==> config.mk <==
export PLATFORM = sky130hd
export DESIGN_NAME = rbd_ctrl
export DESIGN_NICKNAME = d
export VERILOG_FILES = /design/src/rbd_pkg.sv /design/src/rbd_ctrl.sv
export SDC_FILE = /design/constraint.sdc
export NUM_CORES = 1
export LEC_CHECK = 0
export BUFFER_PORTS_ARGS = -buffer_cell sky130_fd_sc_hd__buf_2
export CAP_MARGIN = 20
export CORE_AREA = 2 2 39 41
export CTS_CLUSTER_DIAMETER = 150
export CTS_CLUSTER_SIZE = 40
export DETAILED_ROUTE_END_ITERATION = 8
export DIE_AREA = 0 0 41 43
export HOLD_SLACK_MARGIN = 0.05
export PLACE_DENSITY = 0.45
export SLEW_MARGIN = 20
export SYNTH_ARGS = -nofsm -noshare
export SYNTH_HDL_FRONTEND = slang
export SYNTH_SLANG_ARGS = --single-unit
==> constraint.sdc <==
create_clock -name clk -period 3.1 [get_ports clk]
set_input_delay 0.31 -clock clk [delete_from_list [all_inputs] [get_ports clk]]
set_output_delay 0.31 -clock clk [all_outputs]
set_load 0.03 [all_outputs]
==> src/rbd_pkg.sv <==
// shared types, constants and the reciprocal table for the rgb box average downscale unit
// no dependencies; every other file of the block imports this package
package rbd_pkg;

	localparam int CHANNEL_BITS      = 8;
	localparam int MAX_FACTOR        = 16;
	localparam int FACTOR_BITS       = 5;
	localparam int WIDTH_BITS        = 13;
	localparam int WIDTH_LIMIT       = 4096;
	localparam int IN_COL_BITS       = 12;
	localparam int SUM_BITS          = 12;
	localparam int RECIP_SHIFT       = 16;
	localparam int RECIP_BITS        = 17;
	localparam int OUT_COL_BITS      = 9;
	localparam int DEF_MAX_OUT_WIDTH = 512;
	localparam int CFG_ADDR_BITS     = 3;
	localparam int CFG_DATA_BITS     = 32;

	localparam logic [FACTOR_BITS-1:0] FACTOR_RESET = 5'd2;
	localparam logic [WIDTH_BITS-1:0]  WIDTH_RESET  = 13'd800;

	// register index, taken from the address word
	localparam logic REG_SCALE_FACTOR = 1'b0;
	localparam logic REG_IMAGE_WIDTH  = 1'b1;

	typedef logic [CHANNEL_BITS-1:0] chan_t;
	typedef logic [SUM_BITS-1:0]     sum_t;
	typedef logic [RECIP_BITS-1:0]   recip_t;

	typedef struct packed {
		logic [FACTOR_BITS-1:0] factor;
		logic [WIDTH_BITS-1:0]  width;
		recip_t                 recip;
	} cfg_t;

	typedef struct packed {
		logic accept;
		logic divide;
		logic accumulate;
		logic load;
	} dp_cmd_t;

	typedef struct packed {
		logic job;
		logic last_row;
	} dp_sts_t;

	// ceil(2^16 / f): exact floor division for dividends up to 4096
	function automatic recip_t recip_of(input logic [FACTOR_BITS-1:0] f);
		recip_t r;
		case (f)
			5'd1:    r = 17'd65536;
			5'd2:    r = 17'd32768;
			5'd3:    r = 17'd21846;
			5'd4:    r = 17'd16384;
			5'd5:    r = 17'd13108;
			5'd6:    r = 17'd10923;
			5'd7:    r = 17'd9363;
			5'd8:    r = 17'd8192;
			5'd9:    r = 17'd7282;
			5'd10:   r = 17'd6554;
			5'd11:   r = 17'd5958;
			5'd12:   r = 17'd5462;
			5'd13:   r = 17'd5042;
			5'd14:   r = 17'd4682;
			5'd15:   r = 17'd4370;
			5'd16:   r = 17'd4096;
			default: r = 17'd65536;
		endcase
		return r;
	endfunction

endpackage

==> src/rbd_ctrl.sv <==
// controller state machine: sequences divide and accumulate for each kept finished group, and
// output load on the last row of a row group; depends on rbd_pkg
module rbd_ctrl (
	input  logic             clk,
	input  logic             arst_n,
	input  logic             in_valid,
	output logic             in_ready,
	output logic             out_valid,
	input  logic             out_ready,
	input  logic             busy,
	input  rbd_pkg::dp_sts_t sts,
	output rbd_pkg::dp_cmd_t cmd
);
	import rbd_pkg::*;

	localparam logic [1:0] ST_IDLE = 2'd0;
	localparam logic [1:0] ST_DIV  = 2'd1;
	localparam logic [1:0] ST_ACC  = 2'd2;
	localparam logic [1:0] ST_OUT  = 2'd3;

	logic [1:0] state_q;
	logic [1:0] state_nxt;
	logic       out_valid_q;
	logic       accept;
	logic       out_free;

	assign in_ready = (state_q == ST_IDLE) && !busy;
	assign accept   = in_valid && in_ready;
	assign out_free = !out_valid_q || out_ready;

	always_comb begin
		state_nxt      = state_q;
		cmd.accept     = 1'b0;
		cmd.divide     = 1'b0;
		cmd.accumulate = 1'b0;
		cmd.load       = 1'b0;
		case (state_q)
			ST_IDLE: begin
				cmd.accept = accept;
				if (accept && sts.job)
					state_nxt = ST_DIV;
			end
			ST_DIV: begin
				cmd.divide = 1'b1;
				state_nxt  = ST_ACC;
			end
			ST_ACC: begin
				cmd.accumulate = 1'b1;
				state_nxt      = sts.last_row ? ST_OUT : ST_IDLE;
			end
			ST_OUT: begin
				// wait for the output register to free up
				if (out_free) begin
					cmd.load  = 1'b1;
					state_nxt = ST_IDLE;
				end
			end
			default: state_nxt = ST_IDLE;
		endcase
	end

	always_ff @(posedge clk or negedge arst_n) begin
		if (!arst_n) begin
			state_q     <= ST_IDLE;
			out_valid_q <= 1'b0;
		end else begin
			state_q <= state_nxt;
			if (cmd.load)
				out_valid_q <= 1'b1;
			else if (out_ready)
				out_valid_q <= 1'b0;
		end
	end

	assign out_valid = out_valid_q;

endmodule

==> out/results.txt <==
status: completed
ratio of cells with drive above 1 in the final layout: 48.6%
final global-route overflow total: 0
Tmin final: 1.78 ns
Worst Setup Start Kind: register
PortBufs: 12
vias in the first global route: 161
Ant. Diodes: 0
Final Cycle Share: 57.4%
# rows: 14
relative slew slack: 86.9%
pwr dens: 883 mW/mm^2
largest net degree at the start of global routing: 8
Top Metal Used: met3
Die Y: 43 um
worst slew pin tran: 0.197 ns
Mapped Area: 171 um^2
post-route design area: 288 um^2
H-tree depth: 1
I/O pins: 13
Synth Instances: 18
Final Hold Fails: 0
MaxCap Viol Count: 0
number of remaining DRC errors: 0
Worst setup EP type: output port
syn nets: 25
global-route wire length before repair: 572 um
Iter 0 DRT Violations: 2
initial antenna violation count: 0
Fmax achieved: 562 MHz
skew final: 0.00299 ns
Worst Path Arrival: 1.47 ns
TritonCTS sink count: 3
#FFs+latches synth: 3
reg2reg path depth: 2
Detail Route Antenna Nets: 0
Wirelength per Cell: 7.84 um
postcts setup bufs: 0
Syn Area/Cell: 9.52 um^2
post-CTS sizing: 0
Syn-to-layout area delta: 67.9%
WL met2: 172 um
gpl congestion: 0.537
Layout Nets: 43
worst setup path class: register to output port
wl on met1: 168 um
Initial Util: 12.4%
clk buf depth: 2
Die X: 41 um
TritonCTS buffer count: 3
Worst VDD drop: 0.167 mV
Max Fanout on Critical Path: 7
Max Slew Vio Count: 0
placed cell areas: 251 um^2
CTS tree: yes
via count: 184
final cell utilization of the core: 20.8%
detailed-route wire length: 400 um
RSZ-0062 raised after global routing: false
synth warn: 0
hpwl dp: 310 um
worst hold path depth: 2
CP required: 2.79 ns
drt pass-1 iters: 2
leakage: 0.165 nW
core area: 0.00138 mm^2
Clock transition at path regs: 0.04 ns
Die Area: 0.00176 mm^2
sequential area share after synthesis: 43.8%
Tightest Hold Check Type: input port to register
Vias/cell: 3.61
met3 WL: 59 um
sum of negative setup slack: 0 ns
Root Driver: clkbuf_4
clk_lat worst skew: 0.23 ns
final setup fails: 0
Netlist cell types: 11
GRT Util Overall: 5.64%
==> per-layer routing <==
layer  vias up  global-route usage (%)
li1         97                       -
met1        78                    4.55
met2         9                    6.56
met3         0                    4.71
met4         0                    8.00
met5         -                       0
==> final cells by class <==
type | instances | area (um^2)
multi-input cells | 11 | 81.3
inverters | 4 | 15.0
flip-flops and latches | 3 | 75.1
well taps | 16 | 20.0
clock buffers | 4 | 26.3
repair buffers | 13 | 70.1
fillers | 158 | 1100
==> timing repair <==
action,CTS,global route
hold buffers,1,0
endpoints found under the setup margin,0,0
hold endpoints to repair,3,0
==> worst max-delay path, cell delays in order, from the launching register on <==
cell,delay [ns]
dfrtp_1,0.43
or4b_4,0.56
inv_1,0.06
buf_2,0.19
==> synth_stat cells (all sizes together) <==
cell	number	area, um^2
nand4b	1	8.76
or4b	1	13.8
inv	4	15.0
nand2	1	3.75
nand3b	2	15.0
nor2b	2	12.5
o211ai	1	12.5
o21ai	1	5.00
a21oi	1	5.00
nor3	1	5.00
dfrtp	3	75.1
==> worst paths after layout <==
kind	startpoint	end	slack [ns]
max	state_q[0]	cmd[3]	1.32
min	out_ready	out_valid	0.29
max reg2reg	state_q[0]	state_q[0]	1.89
min reg2reg	out_valid	out_valid	0.54
max in group asynchronous	arst_n	out_valid	2.59
min in group asynchronous	arst_n	state_q[1]	0.41
==> kinds of logic after synthesis <==
kind of cell           count (synthesis)  share of synthesized area [%]
AND/OR/NAND/NOR                        8                           34.3
buffers and inverters                  4                           8.76
flip-flops                             3                           43.8
AO/OA/AOI/OAI                          3                           13.1
==> flip-flops by register name, summed over array words and instances, names as in the netlist <==
signal and cells:
out_valid 1, state_q 2
==> power breakdown <==
part	leakage (nW)	switching (mW)	internal [mW]	total, mW
logic	0.110	0.0731	0.0405	0.114
clock network	0.0150	0.0182	0.0481	0.0663
registers	0.0401	0.0208	0.0535	0.0743
==> per-stage QoR <==
stage / setup WS [ns] / hold slack (ns) / power (mW) / instances
2_1_floorplan: 1.63 / 0.0144 / 0.153 / 18
3_3_place_gp: 1.56 / 0.108 / 0.190 / 46
3_5_place_dp: 1.55 / 0.107 / 0.189 / 46
4_1_cts: 1.30 / 0.283 / 0.261 / 51
5_1_grt: 1.27 / 0.287 / 0.275 / 51
6_report: 1.32 / 0.288 / 0.254 / 51
==> placed cells by master, fill, tap and decap left out <==
cell type       n
nand4b_1        1
or4b_4          1
a21oi_1         1
nand2_1         1
o211ai_2        1
buf_2          12
clkbuf_4        3
nor2b_1         2
clkbuf_1        1
o21ai_1         1
inv_1           4
nand3b_1        2
dfrtp_1         3
dlygate4sd3_1   1
nor3_1          1
Power figures use the tool's default switching activity.
