$ cat config.mk
export PLATFORM = sky130hd
export DESIGN_NAME = rbd_regs
export DESIGN_NICKNAME = d
export VERILOG_FILES = /design/src/rbd_pkg.sv /design/src/rbd_regs.sv
export SDC_FILE = /design/constraint.sdc
export NUM_CORES = 1
export LEC_CHECK = 0
export ABC_CLOCK_PERIOD_IN_PS = 11900
export BUFFER_PORTS_ARGS = -buffer_cell sky130_fd_sc_hd__buf_2
export CAP_MARGIN = 20
export CORE_MARGIN = 2
export CORE_UTILIZATION = 58
export CTS_CLUSTER_DIAMETER = 80
export DETAILED_ROUTE_END_ITERATION = 7
export PLACE_DENSITY = 0.9
export SYNTH_ARGS = -nofsm -noshare
export SYNTH_HDL_FRONTEND = slang
export SYNTH_SLANG_ARGS = --single-unit
export TNS_END_PERCENT = 50
$ cat constraint.sdc
create_clock -name clk -period 11.9 [get_ports clk]
set_input_delay 1.785 -clock clk [delete_from_list [all_inputs] [get_ports clk]]
set_output_delay 1.785 -clock clk [all_outputs]
set_load 0.03 [all_outputs]
$ cat src/rbd_pkg.sv
// shared types, constants and the reciprocal table for the rgb box average downscale unit
// no dependencies; every other file of the block imports this package
package rbd_pkg;

	localparam int CHANNEL_BITS      = 8;
	localparam int MAX_FACTOR        = 16;
	localparam int FACTOR_BITS       = 5;
	localparam int WIDTH_BITS        = 13;
	localparam int WIDTH_LIMIT       = 4096;
	localparam int IN_COL_BITS       = 12;
	localparam int SUM_BITS          = 12;
	localparam int RECIP_SHIFT       = 16;
	localparam int RECIP_BITS        = 17;
	localparam int OUT_COL_BITS      = 9;
	localparam int DEF_MAX_OUT_WIDTH = 512;
	localparam int CFG_ADDR_BITS     = 3;
	localparam int CFG_DATA_BITS     = 32;

	localparam logic [FACTOR_BITS-1:0] FACTOR_RESET = 5'd2;
	localparam logic [WIDTH_BITS-1:0]  WIDTH_RESET  = 13'd800;

	// register index, taken from the address word
	localparam logic REG_SCALE_FACTOR = 1'b0;
	localparam logic REG_IMAGE_WIDTH  = 1'b1;

	typedef logic [CHANNEL_BITS-1:0] chan_t;
	typedef logic [SUM_BITS-1:0]     sum_t;
	typedef logic [RECIP_BITS-1:0]   recip_t;

	typedef struct packed {
		logic [FACTOR_BITS-1:0] factor;
		logic [WIDTH_BITS-1:0]  width;
		recip_t                 recip;
	} cfg_t;

	typedef struct packed {
		logic accept;
		logic divide;
		logic accumulate;
		logic load;
	} dp_cmd_t;

	typedef struct packed {
		logic job;
		logic last_row;
	} dp_sts_t;

	// ceil(2^16 / f): exact floor division for dividends up to 4096
	function automatic recip_t recip_of(input logic [FACTOR_BITS-1:0] f);
		recip_t r;
		case (f)
			5'd1:    r = 17'd65536;
			5'd2:    r = 17'd32768;
			5'd3:    r = 17'd21846;
			5'd4:    r = 17'd16384;
			5'd5:    r = 17'd13108;
			5'd6:    r = 17'd10923;
			5'd7:    r = 17'd9363;
			5'd8:    r = 17'd8192;
			5'd9:    r = 17'd7282;
			5'd10:   r = 17'd6554;
			5'd11:   r = 17'd5958;
			5'd12:   r = 17'd5462;
			5'd13:   r = 17'd5042;
			5'd14:   r = 17'd4682;
			5'd15:   r = 17'd4370;
			5'd16:   r = 17'd4096;
			default: r = 17'd65536;
		endcase
		return r;
	endfunction

endpackage

$ cat src/rbd_regs.sv
// configuration registers on the apb port, effective factor and width, shrunk row length
// depends on rbd_pkg
module rbd_regs #(
	parameter int MAX_OUT_WIDTH = rbd_pkg::DEF_MAX_OUT_WIDTH,
	parameter int CW = $clog2(MAX_OUT_WIDTH + 1)
) (
	input  logic                               clk,
	input  logic                               arst_n,
	input  logic                               psel,
	input  logic                               penable,
	input  logic                               pwrite,
	input  logic [rbd_pkg::CFG_ADDR_BITS-1:0]  paddr,
	input  logic [rbd_pkg::CFG_DATA_BITS-1:0]  pwdata,
	output logic [rbd_pkg::CFG_DATA_BITS-1:0]  prdata,
	output rbd_pkg::cfg_t                      cfg,
	output logic [CW-1:0]                      out_w,
	output logic                               restart,
	output logic                               busy
);
	import rbd_pkg::*;

	logic [FACTOR_BITS-1:0] factor_q;
	logic [WIDTH_BITS-1:0]  width_q;
	logic                   busy_q;
	logic [CW-1:0]          out_w_q;
	logic                   wr;
	logic                   idx;
	logic [FACTOR_BITS-1:0] f_eff;
	logic [WIDTH_BITS-1:0]  w_eff;
	recip_t                 recip;
	logic [WIDTH_BITS+RECIP_BITS-1:0] w_prod;
	logic [WIDTH_BITS-1:0]  w_div;

	assign wr  = psel && penable && pwrite;
	assign idx = paddr[CFG_ADDR_BITS-1];

	always_comb begin
		if (factor_q == '0)
			f_eff = FACTOR_BITS'(1);
		else if (factor_q > FACTOR_BITS'(MAX_FACTOR))
			f_eff = FACTOR_BITS'(MAX_FACTOR);
		else
			f_eff = factor_q;
		if (width_q == '0)
			w_eff = WIDTH_BITS'(1);
		else if (width_q > WIDTH_BITS'(WIDTH_LIMIT))
			w_eff = WIDTH_BITS'(WIDTH_LIMIT);
		else
			w_eff = width_q;
	end

	assign recip  = recip_of(f_eff);
	assign w_prod = {{RECIP_BITS{1'b0}}, w_eff} * {{WIDTH_BITS{1'b0}}, recip};
	assign w_div  = w_prod[RECIP_SHIFT +: WIDTH_BITS];

	always_ff @(posedge clk or negedge arst_n) begin
		if (!arst_n) begin
			factor_q <= FACTOR_RESET;
			width_q  <= WIDTH_RESET;
			busy_q   <= 1'b1;
			out_w_q  <= '0;
		end else begin
			if (wr) begin
				case (idx)
					REG_SCALE_FACTOR: factor_q <= pwdata[FACTOR_BITS-1:0];
					REG_IMAGE_WIDTH:  width_q  <= pwdata[WIDTH_BITS-1:0];
					default:          factor_q <= factor_q;
				endcase
			end
			// shrunk row length reloads while busy is set after a write
			busy_q <= wr;
			if (busy_q) begin
				if (w_div > WIDTH_BITS'(MAX_OUT_WIDTH))
					out_w_q <= CW'(MAX_OUT_WIDTH);
				else
					out_w_q <= CW'(w_div);
			end
		end
	end

	always_comb begin
		case (idx)
			REG_SCALE_FACTOR: prdata = CFG_DATA_BITS'(factor_q);
			REG_IMAGE_WIDTH:  prdata = CFG_DATA_BITS'(width_q);
			default:          prdata = '0;
		endcase
	end

	assign cfg.factor = f_eff;
	assign cfg.width  = w_eff;
	assign cfg.recip  = recip;
	assign out_w      = out_w_q;
	assign restart    = wr;
	assign busy       = busy_q;

endmodule

==> reports/metrics.csv, run 1 <==
stage;metric;value;unit
timing;finalCritPeriodShare;69.0;%
final_layout;antenna_cells;0;
power_and_ir_drop;irDropWorstVdd;0.132;mV
timing;slew_headroom;33.2;%
power_and_ir_drop;power_frac_seq;9.6;%
logic_synthesis;ys_ff_latch;29;
logic_synthesis;synth_warnings;0;
logic_synthesis;synth_top_cell_by_area;fa_1;
timing;finalSetupViolations;0;
critical_path;critical_path_required;12090;ps
global_route;grt_pass1_vias;8058;
power_and_ir_drop;p_switching;1010;uW
final_layout;drive_above_1_share;11.9;%
logic_synthesis;postSynthCellCount;1065;
placed_design;port_buffers;78;
critical_path;crit_arrival;8400;ps
cts;cts_buffer_depth;2;
final_layout;fillers;1165;
timing;setup_slack;3690;ps
cts;clk_pin_slew_worst_paths;60;ps
drt;antenna_left;0;
cts;post_cts_buffers;0;
critical_path;worstRegToRegCells;27;
global_route;grt_antenna_before_repair;0;
cts;hold_buffers;0;
floorplanning;dieWidth;127;um
critical_path;reg2reg_to;out_w[8]$_DFFE_PN0P_;
timing;min_period;8210;ps
floorplanning;dieArea;16100;sq um
cts;numCtsBuffers;5;
logic_synthesis;seq_area_frac_synth;8.34;%
placed_design;pre_cts_ws;3960;ps
run_status;status;complete, no violations;
power_and_ir_drop;combPwrFrac;81.4;%
floorplanning;fp.dieH;127;um
placed_design;gp_congestion;0.959;
hold_path;worstHoldPathType;reg -> reg;
global_route;grt.overflow.total;0;
timing;setup_tns;0;ps
hold_path;hold_path_startpoint;out_w[9]$_DFFE_PN0P_;
drt;routedWlPerCell;18.0;um
drt;vias_per_cell;5.89;
power_and_ir_drop;clockPowerShare;9.0;%
critical_path;rrSetupSlack;3690;ps
hold_path;holdPathEnd;out_w[9]$_DFFE_PN0P_;
global_route;grt_max_degree;30;
global_route;grt.total_usage;30.5;%
logic_synthesis;synth.area.top_cells;fa_1 37%, ha_1 10%, inv_1 10%, dfrtp_1 6.8%, nand2_1 6.8%;
critical_path;reg2reg_from;factor_q[3]$_DFFE_PN0P_;
floorplanning;fp.coreArea;14600;sq um
power_and_ir_drop;power_density;184;nW/um^2
cts;clock_sinks;29;
final_layout;syn_to_final_growth;6.60;%
cts;cts_tree;done;
cts;insertion_delay;290;ps
logic_synthesis;ys_async_sr_fraction;100;%
placed_design;hpwl;18100;um
final_layout;mostFrequentLayoutCell;inv_1;
cts;cts.repair.resized;0;
drt;drtIter0Drc;837;
logic_synthesis;ys_types;65;
logic_synthesis;synth-edff-count;0;
logic_synthesis;synth_area_per_cell;8.24;sq um
cts;root_buffer;clkbuf_16;
critical_path;end_kind;register;
global_route;grt_pass1_wl;38700;um
drt;via_count;7634;
critical_path;path_class;reg -> reg;
logic_synthesis;netlist_area;8770;sq um
critical_path;slowest_delay;660;ps
power_and_ir_drop;switching_share;59.0;%
timing;worstMarginPinSlew;998;ps
power_and_ir_drop;power.internal;705;uW
cts;htreeDepth;2;
logic_synthesis;synth_top_cell_area_share;37.2;%
timing;finalClockSkew;8.20;ps
timing;final-max-slew-violation-count;0;
critical_path;critPathMaxFanout;28;
timing;final-hold-violation-count;0;
drt;firstDrtPassIters;6;
floorplanning;design.portCount;119;
final_layout;final_nets;1386;
timing;fmax;122;MHz
drt;route.detailed.drc;0;
critical_path;start_kind;register;
final_layout;final_cell_mix;238 x inv_1, 163 x fa_1, 160 x nand2_1;
hold_path;min_path_cells;1;
critical_path;crit_slowest_cell;dfrtp_1;
floorplanning;rows;44;
floorplanning;start_util;59.9;%
timing;grt_setup_unrepaired;false;
flow_run;drv_cap;0;
logic_synthesis;synthFlopType;dfrtp_1;
power_and_ir_drop;leakagePower;0.00491;uW
drt;drt_wl_total;23300;um
==> sequential cells by signal, indices dropped and copies added, names as in the netlist <==
| name | flops |
|---|---|
| out_w | 10 |
| width_q | 13 |
| factor_q | 5 |
| busy | 1 |
==> layout make-up <==
type,instances,area (sq um),area share (%)
multi-input cells,737,6830,73.0
inverters,253,950,10.2
flip-flops and latches,29,732,7.83
repair buffers,84,435,4.66
well taps,184,230,2.46
clock buffers,6,139,1.48
clock inverters,2,37.5,0.401
==> worst max path at each step <==
stage / end / slack [ps] / cells after the start / startpoint
floorplan: out_w[8]$_DFFE_PN0P_ / 4080 / 26 / factor_q[4]$_DFFE_PN0P_
global placement: out_w[8]$_DFFE_PN0P_ / 4100 / 27 / factor_q[3]$_DFFE_PN0P_
detailed placement: out_w[8]$_DFFE_PN0P_ / 3960 / 27 / factor_q[3]$_DFFE_PN0P_
CTS: out_w[8]$_DFFE_PN0P_ / 3880 / 27 / factor_q[3]$_DFFE_PN0P_
global route: out_w[8]$_DFFE_PN0P_ / 3360 / 27 / factor_q[3]$_DFFE_PN0P_
finish: out_w[8]$_DFFE_PN0P_ / 3690 / 27 / factor_q[3]$_DFFE_PN0P_
==> metal layers <==
| layer | wire, um | GRT usage [%] | part of all wire, % |
|---|---|---|---|
| met1 | 7960 | 35.6 | 34 |
| met2 | 11200 | 51.7 | 48 |
| met3 | 2710 | 7.62 | 12 |
| met4 | 1370 | 17.5 | 5.9 |
| met5 | 0 | 0 | 0 |
==> power by group through the flow <==
stage | Clock [uW] | Sequential, uW | Combinational, uW
global placement | 0 | 164 | 1300
finish | 155 | 165 | 1400
CTS | 154 | 163 | 1380
detailed placement | 0 | 165 | 1360
floorplan | 0 | 169 | 1010
global route | 160 | 169 | 1560
==> cells by family after synthesis <==
| kind of cell | after synthesis | share of synthesized area (%) |
|---|---|---|
| and+or+nand+nor | 349 | 17.7 |
| buffers and inverters | 317 | 14.6 |
| adders and majority gates | 236 | 47.6 |
| AOI/OAI and AO/OA | 95 | 7.30 |
| DFF | 29 | 8.34 |
| muxes | 23 | 2.91 |
| xor gates and xnor gates | 15 | 1.50 |
| other | 1 | 0.0427 |
==> through the flow <==
stage                     hold WS, ps  utilization [%]  cells  power [uW]  instance area [sq um]
after floorplan                   502                -   1083        1180                   8840
after global placement            459             62.6   1286        1470                   9170
after detailed placement          470             62.6   1286        1530                   9170
after CTS                         481             63.8   1294        1690                   9350
after global routing              508             63.9   1295        1890                   9350
final                             478             63.9   1295        1720                   9350
==> synth_stat cells (9+ instances only) <==
master,n
and2_1,17
nor2_1,102
ha_1,73
nand2_1,160
nand2b_1,9
and3_1,9
clkbuf_1,35
nand3_1,10
buf_4,20
o21ai_0,15
mux2_2,20
clkinv_1,11
a21oi_1,24
inv_1,238
fa_1,163
dfrtp_1,24
==> critical path, delay by kind of cell, from the launching register on <==
family	cells	cell delay (ps)
xor gates and xnor gates	1	280
AOI/OAI and AO/OA	5	1290
muxes	1	150
adders and majority gates	7	3020
DFF	1	660
and+or+nand+nor	8	1860
buffers and inverters	5	840
Note: power is estimated with default switching activity, not from simulation.
==> run 2: changes to the inputs <==
--- a/config.mk
+++ b/config.mk
@@ -5,11 +5,11 @@
 export SDC_FILE = /design/constraint.sdc
 export NUM_CORES = 1
 export LEC_CHECK = 0
-export ABC_CLOCK_PERIOD_IN_PS = 11900
+export ABC_CLOCK_PERIOD_IN_PS = 7330
 export BUFFER_PORTS_ARGS = -buffer_cell sky130_fd_sc_hd__buf_2
 export CAP_MARGIN = 20
 export CORE_MARGIN = 2
-export CORE_UTILIZATION = 58
+export CORE_UTILIZATION = 55
 export CTS_CLUSTER_DIAMETER = 80
 export DETAILED_ROUTE_END_ITERATION = 7
 export PLACE_DENSITY = 0.9
==> constraint.sdc (replaced) <==
create_clock -name clk -period 7.33 [get_ports clk]
set_input_delay 1.0995 -clock clk [delete_from_list [all_inputs] [get_ports clk]]
set_output_delay 1.0995 -clock clk [all_outputs]
set_load 0.03 [all_outputs]
==> run 2 against run 1 <==
Largest cell class unchanged. Non-clock buffer count up 31. Setup slack worse by 3700 ps. Flip-flop and latch count unchanged. The flow now finishes with violations (setup timing). Cell count up 4.9%. Combinational power up 76%. First-iteration DRC count down 0.12%. Highest routed layer unchanged. Largest power group unchanged.
==> reports/metrics.csv, run 2 (synthesis results as in run 1) <==
stage;metric;value;unit
critical_path;path_class;reg -> reg;
cts;insertion_delay;280;ps
critical_path;crit_family;adder cells;
drt;drtIter0Drc;836;
final_layout;multiInputGateArea;6980;sq um
timing;finalSetupViolations;1;
critical_path;crit_slowest_cell;dfstp_2;
global_route;grt.overflow.total;0;
floorplanning;dieWidth;130;um
cts;cts_tree;done;
hold_path;min_path_cells;1;
global_route;grt_pass1_wl;38700;um
critical_path;reg2reg_to;out_w[3]$_DFFE_PN0P_;
global_route;met2_usage;51.4;%
global_route;grt_antenna_before_repair;0;
cts;cts_buffer_depth;2;
power_and_ir_drop;irDropWorstVdd;0.179;mV
floorplanning;fp.coreArea;15700;sq um
cts;htreeDepth;2;
floorplanning;fp.dieH;130;um
critical_path;slowest_delay;580;ps
cts;clock_sinks;29;
critical_path;critPathMaxFanout;7;
final_layout;final_nets;1418;
run_status;status;finished with violations;
final_layout;regMostFlops;width_q;
global_route;grt_pass1_vias;8177;
critical_path;crit_end;out_w[3]$_DFFE_PN0P_;
run_status;violations;setup timing;
power_and_ir_drop;power_density;300;nW/um^2
drt;drt_wl_total;24400;um
placed_design;gp_congestion;0.959;
timing;finalClockSkew;8.61;ps
critical_path;end_kind;register;
placed_design;hpwl;18700;um
floorplanning;dieArea;17000;sq um
drt;via_count;7867;
timing;finalCritPeriodShare;100;%
final_layout;mostFrequentLayoutCell;inv_1;
critical_path;worstRegToRegCells;27;
cts;numCtsBuffers;5;
power_and_ir_drop;leakagePower;0.00507;uW
power_and_ir_drop;power;2940;uW
critical_path;crit_arrival;7530;ps
timing;setup_slack;-11.2;ps
global_route;use_met3;7.18;%
critical_path;start_kind;register;
critical_path;cpMostUsedCell;inv_1;
final_layout;final_cell_mix;238 x inv_1, 163 x fa_1, 159 x nand2_1;
critical_path;critPathLaunch;factor_q[1]$_DFFE_PN1P_;
critical_path;critical_path_required;7520;ps
flow_run;drv_cap;0;
timing;holdWs;484;ps
cts;clk_pin_slew_worst_paths;50;ps
global_route;grt_max_degree;30;
hold_path;worstHoldPathType;reg -> reg;
critical_path;path_depth;27;
critical_path;reg2reg_from;factor_q[1]$_DFFE_PN1P_;
final_layout;syn_to_final_growth;11.5;%
timing;slew_headroom;35.1;%
drt;vias_per_cell;5.79;
final_layout;drive_above_1_share;17.3;%
critical_path;crit_buf_inv;7;
timing;final-hold-violation-count;0;
floorplanning;design.portCount;119;
global_route;busiest_layer;met2;
drt;route.detailed.drc;0;
final_layout;antenna_cells;0;
placed_design;placed_area;9400;sq um
floorplanning;start_util;55.8;%
global_route;grt.total_usage;29.5;%
timing;setup_tns;-11.2;ps
final_layout;seqCellArea;732;sq um
final_layout;fillers;1235;
floorplanning;rows;46;
drt;antenna_left;0;
final_layout;largest_reg_flops;13;
drt;routedWlPerCell;17.9;um
final_layout;fin_area;9780;sq um
cts;root_buffer;clkbuf_16;
critical_path;rrSetupSlack;-10;ps
global_route;use_met1;33.2;%
final_layout;fin_util;62.2;%
timing;final-max-slew-violation-count;0;
placed_design;port_buffers;78;
drt;firstDrtPassIters;6;
timing;min_period;7340;ps
timing;worstMarginPinSlew;974;ps
timing;fmax;136;MHz
## run 2: changes by cell type in the layout (fill, tap and decap cells not counted), moves of 2 or more
cell        before  now
buf_4            6   37
clkinv_1        11    4
ha_1            73   66
ha_2             0    6
nor2_1         102   96
nor2_2           0    5
nor3_1           7    3
nor3_2           0    4
clkinvlp_4       1    4
inv_2            4    7
o221ai_1         3    1
o221ai_2         0    2
## run 2: what timing repair did
action,CTS,global route
setup buffers,0,8
endpoints found under the hold margin,0,0
hold buffers,0,0
endpoints found under the setup margin,0,10
resized for setup,0,38
## run 2: stage by stage
step,cells,worst slack (ps)
finish,1359,-11.2
global route,1359,-168
CTS,1350,17.1
detailed placement,1342,112
global placement,1342,279
floorplan,1083,19.0
## run 2: report_power, final
part	leakage, uW	internal (uW)	switching, uW
combinational	0.00463	870	1590
sequential	0.000352	207	34.9
clock	0.0000808	159	73.0
total	0.00507	1240	1700
## run 2: final cells by class
type / count / share of cell area [%]
clock buffer: 6 / 1.32
tap: 216 / 2.76
inverter: 253 / 9.87
sequential: 29 / 7.49
clock inverter: 2 / 0.358
multi-input combinational: 738 / 71.4
timing repair buffer: 115 / 6.83
## run 2: worst min-delay path by stage
stage / from / endpoint / slack (ps)
after floorplan: width_q[0]$_DFFE_PN0P_ / width_q[0]$_DFFE_PN0P_ / 500
after global placement: out_w[9]$_DFFE_PN0P_ / out_w[9]$_DFFE_PN0P_ / 460
after detailed placement: out_w[9]$_DFFE_PN0P_ / out_w[9]$_DFFE_PN0P_ / 470
after CTS: out_w[9]$_DFFE_PN0P_ / out_w[9]$_DFFE_PN0P_ / 480
after global routing: out_w[9]$_DFFE_PN0P_ / out_w[9]$_DFFE_PN0P_ / 510
final: out_w[9]$_DFFE_PN0P_ / out_w[9]$_DFFE_PN0P_ / 480
## run 2: worst reg2reg max path: cells and delay by family, from the launching register on
family | cells | cell delay, ps
flops | 1 | 580
fa+ha+maj | 7 | 3010
simple gates | 7 | 1470
compound gates | 6 | 1480
buf+inv | 7 | 720
## run 2: routing by layer
layer | vias up | part of all wire [%]
li1 | 3342 | -
met1 | 3852 | 33
met2 | 544 | 49
met3 | 129 | 12
met4 | 0 | 5.7
met5 | - | 0
==> run 3: changes to the inputs <==
--- a/config.mk
+++ b/config.mk
@@ -12,7 +12,7 @@
 export CORE_UTILIZATION = 55
 export CTS_CLUSTER_DIAMETER = 80
 export DETAILED_ROUTE_END_ITERATION = 7
-export PLACE_DENSITY = 0.9
+export PLACE_DENSITY_LB_ADDON = 0.08
 export SYNTH_ARGS = -nofsm -noshare
 export SYNTH_HDL_FRONTEND = slang
 export SYNTH_SLANG_ARGS = --single-unit
==> run 3 against run 2 <==
The run now ends clean. Flip-flop and latch count stayed put. Critical path depth stayed put. Largest cell class unchanged. First-iteration DRC count is 44% lower. Critical endpoint is now out_w[9]$_DFFE_PN0P_. Clock power is 8.6% higher. Clock skew is 6.2 ps lower.
==> reports/metrics.csv, run 3 (synthesis results as in run 1) <==
stage;metric;value;unit
drt;vias_per_cell;5.43;
critical_path;start_kind;register;
drt;via_count;7404;
power_and_ir_drop;p_switching;1660;uW
drt;firstDrtPassIters;4;
run_status;status;complete, no violations;
drt;antenna_left;0;
critical_path;crit_family;adder cells;
floorplanning;dieWidth;130;um
critical_path;crit_slowest_cell;dfstp_2;
critical_path;crit_buf_inv;7;
critical_path;rrSetupSlack;280;ps
final_layout;drive_above_1_share;16.4;%
global_route;grt.overflow.total;0;
floorplanning;dieArea;17000;sq um
critical_path;crit_end;out_w[9]$_DFFE_PN0P_;
final_layout;final_nets;1423;
timing;holdWs;473;ps
critical_path;reg2reg_to;out_w[9]$_DFFE_PN0P_;
drt;drtIter0Drc;467;
drt;routedWlPerCell;17.1;um
cts;root_buffer;clkbuf_16;
floorplanning;fp.coreArea;15700;sq um
cts;cts_tree;done;
critical_path;reg2reg_from;factor_q[1]$_DFFE_PN1P_;
critical_path;slowest_delay;570;ps
cts;insertion_delay;290;ps
timing;grt_setup_unrepaired;true;
global_route;grt_antenna_before_repair;0;
critical_path;worstRegToRegCells;27;
power_and_ir_drop;switching_share;57.1;%
cts;clock_sinks;29;
critical_path;critPathMaxFanout;7;
placed_design;gp_congestion;0.940;
power_and_ir_drop;leakagePower;0.00509;uW
timing;finalSetupViolations;0;
critical_path;path_class;reg -> reg;
power_and_ir_drop;irDropWorstVdd;0.174;mV
power_and_ir_drop;power.internal;1240;uW
global_route;grt_pass1_wl;37300;um
timing;finalCritPeriodShare;96.2;%
timing;slew_headroom;53.2;%
timing;final-max-slew-violation-count;0;
placed_design;hpwl;18800;um
critical_path;crit_arrival;7230;ps
floorplanning;rows;46;
placed_design;port_buffers;78;
global_route;grt_pass1_vias;7128;
flow_run;drv_cap;0;
final_layout;instances_no_fill;1364;
global_route;grt_max_degree;30;
final_layout;syn_to_final_growth;11.3;%
cts;htreeDepth;2;
drt;route.detailed.drc;0;
timing;finalClockSkew;2.39;ps
floorplanning;fp.dieH;130;um
critical_path;critical_path_required;7510;ps
cts;cts_buffer_depth;2;
power_and_ir_drop;power;2900;uW
timing;worstMarginPinSlew;702;ps
cts;hold_buffers;0;
critical_path;critPathLaunch;factor_q[1]$_DFFE_PN1P_;
floorplanning;start_util;55.8;%
final_layout;largest_reg_flops;13;
final_layout;mostFrequentLayoutCell;inv_1;
power_and_ir_drop;combPwrFrac;83.0;%
timing;final-hold-violation-count;0;
placed_design;placed_cells;1350;
timing;setup_tns;0;ps
drt;drt_wl_total;23400;um
hold_path;worstHoldPathType;reg -> reg;
critical_path;end_kind;register;
power_and_ir_drop;power_density;297;nW/um^2
floorplanning;design.portCount;119;
timing;fmax;142;MHz
final_layout;regMostFlops;width_q;
final_layout;antenna_cells;0;
timing;min_period;7050;ps
power_and_ir_drop;power_frac_seq;8.3;%
power_and_ir_drop;clockPowerShare;8.7;%
final_layout;final_cell_mix;238 x inv_1, 163 x fa_1, 159 x nand2_1;
critical_path;path_depth;27;
cts;numCtsBuffers;5;
global_route;grt.total_usage;29.3;%
cts;clk_pin_slew_worst_paths;50;ps
-- run 3: cell types whose count changed in the layout (fill, tap and decap cells not counted), sizes merged --
cell | previous run | this run
buf | 115 | 120
inv | 245 | 243
clkinv | 5 | 7
-- run 3: per-stage QoR --
| step | instance area (sq um) | setup slack (ps) | utilization (%) |
|---|---|---|---|
| floorplan | 8860 | 19.0 | - |
| global placement | 9460 | 225 | 60.2 |
| detailed placement | 9460 | 133 | 60.2 |
| CTS | 9640 | 119 | 61.4 |
| global route | 9760 | -30.4 | 62.1 |
| finish | 9760 | 276 | 62.1 |
-- run 3: how the worst min path moves through the flow --
stage | from | to | slack (ps) | cells past startpoint
floorplan | width_q[0]$_DFFE_PN0P_ | width_q[0]$_DFFE_PN0P_ | 500 | 1
global placement | out_w[9]$_DFFE_PN0P_ | out_w[9]$_DFFE_PN0P_ | 460 | 1
detailed placement | out_w[9]$_DFFE_PN0P_ | out_w[9]$_DFFE_PN0P_ | 470 | 1
CTS | out_w[9]$_DFFE_PN0P_ | out_w[9]$_DFFE_PN0P_ | 480 | 1
global route | out_w[9]$_DFFE_PN0P_ | out_w[9]$_DFFE_PN0P_ | 510 | 1
finish | out_w[9]$_DFFE_PN0P_ | out_w[9]$_DFFE_PN0P_ | 470 | 1
-- run 3: timing repair --
item | CTS | global route
endpoints found under the setup margin | 0 | 10
gates resized for setup | 0 | 20
buffers inserted | 0 | 5
-- run 3: metal layers --
layer | GRT usage, % | vias up | wire, um
li1 | - | 3364 | -
met1 | 38.3 | 3678 | 9310
met2 | 50.3 | 312 | 11400
met3 | 2.83 | 50 | 1760
met4 | 12.0 | 0 | 937
met5 | 0 | - | 0
-- run 3: worst register-to-register path: cells and delay by family (launching register included) --
family	cells	cell delay, ps
adder cells (fa/ha/maj)	7	3180
AND/OR/NAND/NOR	8	1560
buffers and inverters	7	660
AO/OA/AOI/OAI	4	620
flip-flops	1	570
XOR/XNOR	1	380
-- run 3: cell type report --
class / count / area [sq um]
multi-input combinational: 738 / 6920
fill: 1480 / 5950
inverter: 253 / 961
clock buffer: 6 / 139
timing repair buffer: 120 / 706
clock inverter: 2 / 37.5
sequential: 29 / 732
tap: 216 / 270
-- run 3: power by group through the flow --
stage	logic (uW)	clock network (uW)	registers, uW
floorplan	1640	0	274
global placement	2330	0	242
detailed placement	2360	0	243
CTS	2380	253	241
global route	2720	262	248
finish	2410	252	241
